--- src/hw/rtl/assert_macros.svh ---
// ----------------------------------------------------------------------------
// Assertion macros
// Concurrent assertion helpers clocked on clk, disabled while rst_n is low.
// ----------------------------------------------------------------------------
`ifndef ASSERT_MACROS_SVH
`define ASSERT_MACROS_SVH
`ifndef SYNTHESIS
`define FGP_ASSERT(label, prop) \
    label: assert property (@(posedge clk) disable iff (!rst_n) prop) \
        else $error("assertion failed");
`define FGP_ASSERT_NEXT(label, ante, cons) \
    label: assert property (@(posedge clk) disable iff (!rst_n) (ante) |=> (cons)) \
        else $error("assertion failed");
`else
`define FGP_ASSERT(label, prop)
`define FGP_ASSERT_NEXT(label, ante, cons)
`endif
`endif

--- src/hw/rtl/fgp_pkg.sv ---
// ----------------------------------------------------------------------------
// fgp_pkg
// Shared types and constants of the fire grid propagation block.
// ----------------------------------------------------------------------------
package fgp_pkg;

    localparam int FUNC_W   = 3;
    localparam int HEAT_W   = 7;
    localparam int PIX_W    = 12;
    localparam int RAND_W   = 15;
    localparam int IDX_W    = 6;
    localparam int CFG_W    = 7;
    localparam int CFG_IX_W = 3;
    localparam int DEC_W    = 4;
    localparam int DIV_W    = 7;
    localparam int DCNT_W   = 4;
    localparam int LANES    = 2;

    // x / 100 as (x * 5243) >> 19, exact for 15-bit x
    localparam int PCT_RECIP_W = 13;
    localparam int PCT_SHIFT   = 19;
    localparam int PROD_W      = RAND_W + PCT_RECIP_W;
    localparam int PQ_W        = PROD_W - PCT_SHIFT;

    localparam logic [DIV_W-1:0]       PCT_RANGE = 7'd100;
    localparam logic [PCT_RECIP_W-1:0] PCT_RECIP = 13'd5243;
    localparam logic [DCNT_W-1:0]      DIV_STEPS = 4'd15;

    localparam logic [FUNC_W-1:0] F_PROP  = 3'd0;
    localparam logic [FUNC_W-1:0] F_READ  = 3'd1;
    localparam logic [FUNC_W-1:0] F_BRUSH = 3'd2;
    localparam logic [FUNC_W-1:0] F_HOT   = 3'd3;
    localparam logic [FUNC_W-1:0] F_CLEAR = 3'd4;
    localparam logic [FUNC_W-1:0] F_ZERO  = 3'd5;
    localparam logic [FUNC_W-1:0] F_RSVD6 = 3'd6;
    localparam logic [FUNC_W-1:0] F_RSVD7 = 3'd7;

    localparam logic [CFG_IX_W-1:0] REG_GRID_WIDTH  = 3'd0;
    localparam logic [CFG_IX_W-1:0] REG_GRID_HEIGHT = 3'd1;
    localparam logic [CFG_IX_W-1:0] REG_CELL_SIZE   = 3'd2;
    localparam logic [CFG_IX_W-1:0] REG_CHANCE_UP   = 3'd3;
    localparam logic [CFG_IX_W-1:0] REG_CHANCE_LEFT = 3'd4;
    localparam logic [CFG_IX_W-1:0] REG_DECAY_UP    = 3'd5;
    localparam logic [CFG_IX_W-1:0] REG_DECAY_LEFT  = 3'd6;
    localparam logic [CFG_IX_W-1:0] REG_HOTTEST     = 3'd7;

    localparam logic [CFG_W-1:0] RST_GRID_WIDTH  = 7'd64;
    localparam logic [CFG_W-1:0] RST_GRID_HEIGHT = 7'd64;
    localparam logic [CFG_W-1:0] RST_CELL_SIZE   = 7'd8;
    localparam logic [CFG_W-1:0] RST_CHANCE_UP   = 7'd70;
    localparam logic [CFG_W-1:0] RST_CHANCE_LEFT = 7'd40;
    localparam logic [DEC_W-1:0] RST_DECAY_UP    = 4'd2;
    localparam logic [DEC_W-1:0] RST_DECAY_LEFT  = 4'd3;
    localparam logic [CFG_W-1:0] RST_HOTTEST     = 7'd36;

    localparam logic [1:0] SW_ALL   = 2'd0;
    localparam logic [1:0] SW_CLEAR = 2'd1;
    localparam logic [1:0] SW_HOT   = 2'd2;
    localparam logic [1:0] SW_ZERO  = 2'd3;

    typedef struct packed {
        logic       accept;
        logic       wrap_ptr;
        logic       div_start;
        logic       wr_up;
        logic       wr_left;
        logic       advance_ptr;
        logic       set_read;
        logic       brush_init;
        logic       brush_step;
        logic       sweep_init;
        logic [1:0] sweep_kind;
        logic       sweep_step;
        logic       out_load;
    } cmd_t;

    typedef struct packed {
        logic [FUNC_W-1:0] func;
        logic              div_done;
        logic              brush_last;
        logic              sweep_last;
        logic              out_free;
    } stat_t;

endpackage

--- src/hw/rtl/fgp_ctrl.sv ---
// ----------------------------------------------------------------------------
// fgp_ctrl
// Sequencer: clearing pass after reset, per-function command sequences and
// hand-off to the output word.
// ----------------------------------------------------------------------------
`include "assert_macros.svh"

module fgp_ctrl (
    input  logic           clk,
    input  logic           rst_n,
    input  logic           in_valid,
    output logic           in_stall,
    input  fgp_pkg::stat_t stat,
    output fgp_pkg::cmd_t  cmd
);
    import fgp_pkg::*;

    localparam logic [3:0] S_INIT   = 4'd0;
    localparam logic [3:0] S_INITSW = 4'd1;
    localparam logic [3:0] S_IDLE   = 4'd2;
    localparam logic [3:0] S_DECODE = 4'd3;
    localparam logic [3:0] S_DIV    = 4'd4;
    localparam logic [3:0] S_WUP    = 4'd5;
    localparam logic [3:0] S_WLEFT  = 4'd6;
    localparam logic [3:0] S_READ   = 4'd7;
    localparam logic [3:0] S_BRUSH  = 4'd8;
    localparam logic [3:0] S_SWEEP  = 4'd9;
    localparam logic [3:0] S_OUT    = 4'd10;

    logic [3:0] state_reg, state_next;

    always_ff @(posedge clk or negedge rst_n)
    begin
        if (!rst_n)
        begin
            state_reg <= S_INIT;
        end
        else
        begin
            state_reg <= state_next;
        end
    end

    assign in_stall = (state_reg != S_IDLE);

    always_comb
    begin
        cmd        = '0;
        state_next = state_reg;
        case (state_reg)
            S_INIT:
            begin
                cmd.sweep_init = 1'b1;
                cmd.sweep_kind = SW_ALL;
                state_next     = S_INITSW;
            end
            S_INITSW:
            begin
                cmd.sweep_step = 1'b1;
                if (stat.sweep_last)
                begin
                    state_next = S_IDLE;
                end
            end
            S_IDLE:
            begin
                if (in_valid)
                begin
                    cmd.accept = 1'b1;
                    state_next = S_DECODE;
                end
            end
            S_DECODE:
            begin
                case (stat.func)
                    F_PROP:
                    begin
                        cmd.wrap_ptr  = 1'b1;
                        cmd.div_start = 1'b1;
                        state_next    = S_DIV;
                    end
                    F_BRUSH:
                    begin
                        cmd.div_start = 1'b1;
                        state_next    = S_DIV;
                    end
                    F_READ:
                    begin
                        state_next = S_READ;
                    end
                    F_HOT:
                    begin
                        cmd.sweep_init = 1'b1;
                        cmd.sweep_kind = SW_HOT;
                        state_next     = S_SWEEP;
                    end
                    F_CLEAR:
                    begin
                        cmd.sweep_init = 1'b1;
                        cmd.sweep_kind = SW_CLEAR;
                        state_next     = S_SWEEP;
                    end
                    F_ZERO:
                    begin
                        cmd.sweep_init = 1'b1;
                        cmd.sweep_kind = SW_ZERO;
                        state_next     = S_SWEEP;
                    end
                    default:
                    begin
                        state_next = S_OUT;
                    end
                endcase
            end
            S_DIV:
            begin
                if (stat.div_done)
                begin
                    if (stat.func == F_BRUSH)
                    begin
                        cmd.brush_init = 1'b1;
                        state_next     = S_BRUSH;
                    end
                    else
                    begin
                        state_next = S_WUP;
                    end
                end
            end
            S_WUP:
            begin
                cmd.wr_up  = 1'b1;
                state_next = S_WLEFT;
            end
            S_WLEFT:
            begin
                cmd.wr_left     = 1'b1;
                cmd.advance_ptr = 1'b1;
                state_next      = S_OUT;
            end
            S_READ:
            begin
                cmd.set_read = 1'b1;
                state_next   = S_OUT;
            end
            S_BRUSH:
            begin
                cmd.brush_step = 1'b1;
                if (stat.brush_last)
                begin
                    state_next = S_OUT;
                end
            end
            S_SWEEP:
            begin
                cmd.sweep_step = 1'b1;
                if (stat.sweep_last)
                begin
                    state_next = S_OUT;
                end
            end
            S_OUT:
            begin
                if (stat.out_free)
                begin
                    cmd.out_load = 1'b1;
                    state_next   = S_IDLE;
                end
            end
            default:
            begin
                state_next = S_IDLE;
            end
        endcase
    end

    `FGP_ASSERT(a_load_free, cmd.out_load |-> stat.out_free)
    `FGP_ASSERT(a_one_write, $onehot0({cmd.wr_up, cmd.wr_left, cmd.brush_step, cmd.sweep_step}))
    `FGP_ASSERT_NEXT(a_up_then_left, cmd.wr_up, cmd.wr_left && cmd.advance_ptr)
    `FGP_ASSERT(a_no_accept_busy, cmd.accept |-> !$past(cmd.sweep_step) || $past(stat.sweep_last))

endmodule

--- config.mk ---
export PLATFORM = sky130hd
export DESIGN_NAME = fgp_ctrl
export DESIGN_NICKNAME = d
export VERILOG_FILES = /design/src/hw/rtl/fgp_pkg.sv /design/src/hw/rtl/fgp_ctrl.sv
export VERILOG_INCLUDE_DIRS = /design/src /design/src/hw/rtl
export SDC_FILE = /design/constraint.sdc
export NUM_CORES = 1
export LEC_CHECK = 0
export ABC_AREA = 1
export BUFFER_PORTS_ARGS = -buffer_cell sky130_fd_sc_hd__buf_2
export CORE_AREA = 3 3 40 42
export DETAILED_ROUTE_END_ITERATION = 12
export DIE_AREA = 0 0 43 45
export PLACE_DENSITY = 0.71
export SYNTH_ARGS = -nofsm -noshare
export SYNTH_HDL_FRONTEND = slang
export SYNTH_SLANG_ARGS = --single-unit
--- constraint.sdc ---
create_clock -name clk -period 1.5 [get_ports clk]
set_input_delay 0.3 -clock clk [delete_from_list [all_inputs] [get_ports clk]]
set_output_delay 0.3 -clock clk [all_outputs]
set_load 0.05 [all_outputs]
# After elaboration in Yosys (flattened, before gate mapping)
# Index checks and enable logic that the tools add are counted.
[classes]
eq_ne = 22
mux = 26
n_reduce_logical = 7
[ops]
columns = ["operator", "n"]
rows = [
  ["$pmux 4 s10", 1],
  ["$mux 4", 7],
  ["$eq 4x3->1 const B", 4],
  ["$mux 1", 13],
  ["$eq 4x4->1 const B", 3],
  ["$ne 2x2->1 const B", 6],
  ["$pmux 4 s3", 1],
  ["$pmux 3 s3", 1],
  ["$eq 4x2->1 const B", 2],
  ["$eq 3x2->1 const B", 2],
  ["$eq 3x3->1 const B", 2],
  ["$pmux 3 s2", 1],
  ["$reduce_and 6->1", 1],
  ["$reduce_or 2->1", 3],
  ["$eq 4x1->1 const B", 1],
  ["$logic_not 4->1", 1],
  ["$mux 2", 2],
  ["$ne 4x2->1 const B", 1],
  ["$eq 3x1->1 const B", 1],
  ["$logic_not 3->1", 1],
  ["$reduce_or 3->1", 1],
]
[word_totals]
ff_bits = 4
in_bits = 10
output_inout_bits = 15
word_cells = 56

# Longest topological paths before layout
[depth]
word_depth = 4
depth_mapped = 8
mapped_depth_nobuf = 8

# Least setup slack after synthesis
# OpenSTA, ideal clock, no wires.
[synth_timing]
kind = "reg2out"
start = "register state_reg[3]"
end = "output cmd[12] (netlist bit)"
t_arrival_ns = 1.864
required_ns = 1.200
path_slack_ns = -0.664
path_stages_with_launch = 6
n_path_buf = 0
cell_sequence = "dfrtp_1 > inv_1 > nand2_1 > nor2_4 > inv_1 > nor3_1"
[synth_lines]
columns = ["element", "line_no", "source"]
rows = [
  ["start: declaration", "fgp_ctrl.sv:30", "logic [3:0] state_reg, state_next;"],
  ["start signal: assignment", "fgp_ctrl.sv:40", "state_reg <= state_next;"],
  ["end: declaration", "fgp_ctrl.sv:14", "output fgp_pkg::cmd_t cmd"],
]

==> summary.txt <==
Worst setup path
  – CP bufs+invs: 2
  – Worst path slowest cell: dfrtp_2
  – Crit path max-delay family: flip-flops
  – Worst Setup Start Kind: flop
  – CP Cell Sequence: nand2_4 > nor2_4 > inv_4 > nor3_4 > buf_6
  – Worst Setup End Kind: output pin
  – CP arrival: 1450 ps
  – Critical Path Max Stage Delay: 470 ps
  – CP Max Fanout: 5
  – Critical Path RT: between 1000 and 1500 ps
  – Crit Path Category: reg2out

Timing
  – Worst Slack Setup Final: -246.1 ps
  – Clk_skew: around 5 ps
  – RSZ-0062 raised after global routing: yes
  – Setup violations, final: 17
  – Crit path time final: between 1500 and 2000 ps
  – Fmax: about 570 MHz
  – Worst slew pin tran: around 380 ps
  – Slew margin rel.: about three quarters
  – Slew Viols, Final: 0
  – TNS Setup: -2576 ps
  – Final Hold Vio Count: 0
  – Final period utilization: 116.4%

Placed design
  – Area after DPL: between 800 and 900 um2
  – Placed insts: roughly 150
  – Place WS: -38.84 ps
  – Hpwl dp: around 1400 um
  – Port-buffer cells: 24
  – RePlAce Congestion: roughly 0.79

Logic synthesis
  – Synth area leader: dfrtp_1
  – Netlist cell types: 15
  – Synth top cells by count: nand2_1 (26), inv_1 (17), nor2_1 (14)
  – Most frequent cell after synthesis: nand2_1
  – Mapped Area: around 490 um2
  – Average cell area after synthesis: 5.335 um2
  – Top_reg_cell synth: dfrtp_1
  – YS warnings: 0
  – Synth top area share: 20.62%
  – Synth async-reset ratio: 100.0%
  – Synth area leaders: dfrtp_1 (21%), nand2_1 (20%), nand3_1 (13%)
  – Post-synth EDFFs: 0
  – Cells after Synth: 91
  – Sequential share of the synthesized area: 20.62%
  – Total nets after synthesis: 101
  – Post-synthesis register bit count: 4

Clocking
  – CTS tree: yes
  – Clk_lat worst skew: between 200 and 300 ps
  – Clock transition at path regs: 40 ps
  – Clock buffer depth: 2
  – Clk root buf: clkbuf_4
  – TritonCTS Buffers: 3
  – H-tree depth: 1
  – Clock Sinks: 4

Run status
  – Failing checks: negative setup slack
  – Outcome: complete, but fails checks

Power
  – Pint: between 1000 and 1500 uW
  – PwrDens: 2435 nW/um2
  – Peak VDD IR: around 0.0017 V
  – Sw frac: 57.34%
  – Clock power frac: between 4 and 5%
  – Seq pwr share: 9.2%
  – Psw: between 1500 and 2000 uW
  – Combinational power share: 86.1%
  – Leak: approximately 0.00065 uW

Drt
  – Routed length per instance: approximately 23 um
  – Routed via count: approximately 990
  – # DRC: 0
  – Drt pass-1 iters: 5
  – Final ANT Viol Nets: 0
  – Initial drt markers: 61
  – Via/cell ratio: slightly above 6
  – Routed WL: ~3700 um

Floorplan
  – Die Width: 43 um
  – Die H: 45 um
  – Die area: about 1900 um2
  – Core Footprint: 1285 um2
  – Starting density of the core: 37.78%
  – IO Count: 25
  – FP Rows: 13

Min path
  – Worst min-delay path class: in2async

Layout
  – Nets: 161
  – Final Instance Area: between 1000 and 1500 um2
  – Share of layout cells above drive strength 1: between 60% and 70%
  – Final Core Density: a little over nine tenths
  – Final Non-Filler Cells: ~160
  – Max FFs per register: 4
  – Antenna diodes: 0
  – Synthesis-to-finish area growth: 155.7%

Global route
  – Number of global-route vias before repair: around 850
  – Initial antenna violation count: 0
  – Global route overflow: 0
  – First-pass GRT wire length: 3767 um
  – Largest net degree at the start of global routing: 6
  – Total GRT Usage: a little over a quarter

Run
  – Maxcap violations: 0
-- kinds of logic after synthesis --
| group | share of synthesized area [%] |
|---|---|
| and+or+nand+nor | 59.54 |
| buffers and inverters | 15.46 |
| DFF | 20.62 |
| AOI/OAI and AO/OA | 4.381 |
-- per-stage QoR --
| step | total power, uW | hold slack, ps |
|---|---|---|
| after CTS | 2404 | 368.1 |
| after global routing | 3100 | 435.7 |
| after detailed placement | 1800 | 109.2 |
| final | 3022 | 440.1 |
| after floorplan | 1283 | 4.409 |
| after global placement | 1767 | 105.7 |
-- worst paths after layout --
path / startpoint / end / slack [ps] / cells after the start
min in group clk: stat[3] / state_reg[2]$_DFFE_PN0P_ / 450 / 4
setup / recovery: state_reg[1]$_DFFE_PN0P_ / cmd[3] / -250 / 5
hold reg to reg: state_reg[3]$_DFFE_PN0P_ / state_reg[3]$_DFFE_PN0P_ / 750 / 3
setup reg to reg: state_reg[0]$_DFFE_PN0P_ / state_reg[1]$_DFFE_PN0P_ / -70 / 10
max in group asynchronous: rst_n / state_reg[1]$_DFFE_PN0P_ / 920 / 2
hold / removal: rst_n / state_reg[3]$_DFFE_PN0P_ / 440 / 2
-- layout by cell type (no fill, tap or decap) --
cell type	count
inv_4	2
o22ai_4	1
nor2_1	1
o21ai_1	1
clkbuf_4	3
nand2_4	3
nand2_1	19
nand2_2	5
dlygate4sd3_1	1
dfrtp_1	2
nor2_2	3
o21ai_0	2
inv_1	11
buf_2	9
buf_6	20
dfrtp_2	2
nor3_4	4
nand3_1	9
nand3b_1	1
buf_8	2
buf_4	24
nand3_4	2
inv_2	5
nor2_4	14
nand3_2	3
-- what timing repair did --
item | 4_1_cts | 5_1_grt
setup buffers | 6 | 5
endpoints found under the hold margin | 4 | 0
pin swaps | 8 | 6
gates resized for setup | 52 | 26
endpoints found under the setup margin | 14 | 19
hold buffers | 1 | 0
-- layout make-up --
type | count | area, um2
Clock buffer | 3 | 22.52
Fill cell | 26 | 43.79
Inverter | 18 | 72.57
Multi-Input combinational cell | 68 | 534.3
Sequential cell | 4 | 102.6
Tap cell | 15 | 18.77
Timing Repair Buffer | 56 | 490.5
-- routing by layer --
metal  GRT usage, %  routed length [um]
met1          33.74                1219
met2          41.92                1769
met3          3.586                 336
met4          15.06                 403
met5              0                   0
-- worst register-to-register path, cell delays in order, from the launching register on --
cell and delay (ps):
dfrtp_2 460, buf_4 170, inv_1 100, nor2_2 70, nand2_2 90, buf_4 120
nand2_1 60, nor2_2 130, nand3_2 100, nand2_1 80, nand2_1 80
-- power groups by stage --
stage	sequential, uW	combinational, uW	clock [uW]
6_report	277	2600	144
3_5_place_dp	220	1580	0
4_1_cts	253	2020	133
3_3_place_gp	214	1550	0
5_1_grt	272	2680	146
2_1_floorplan	223	1060	0
Power figures use the tool's default switching activity.
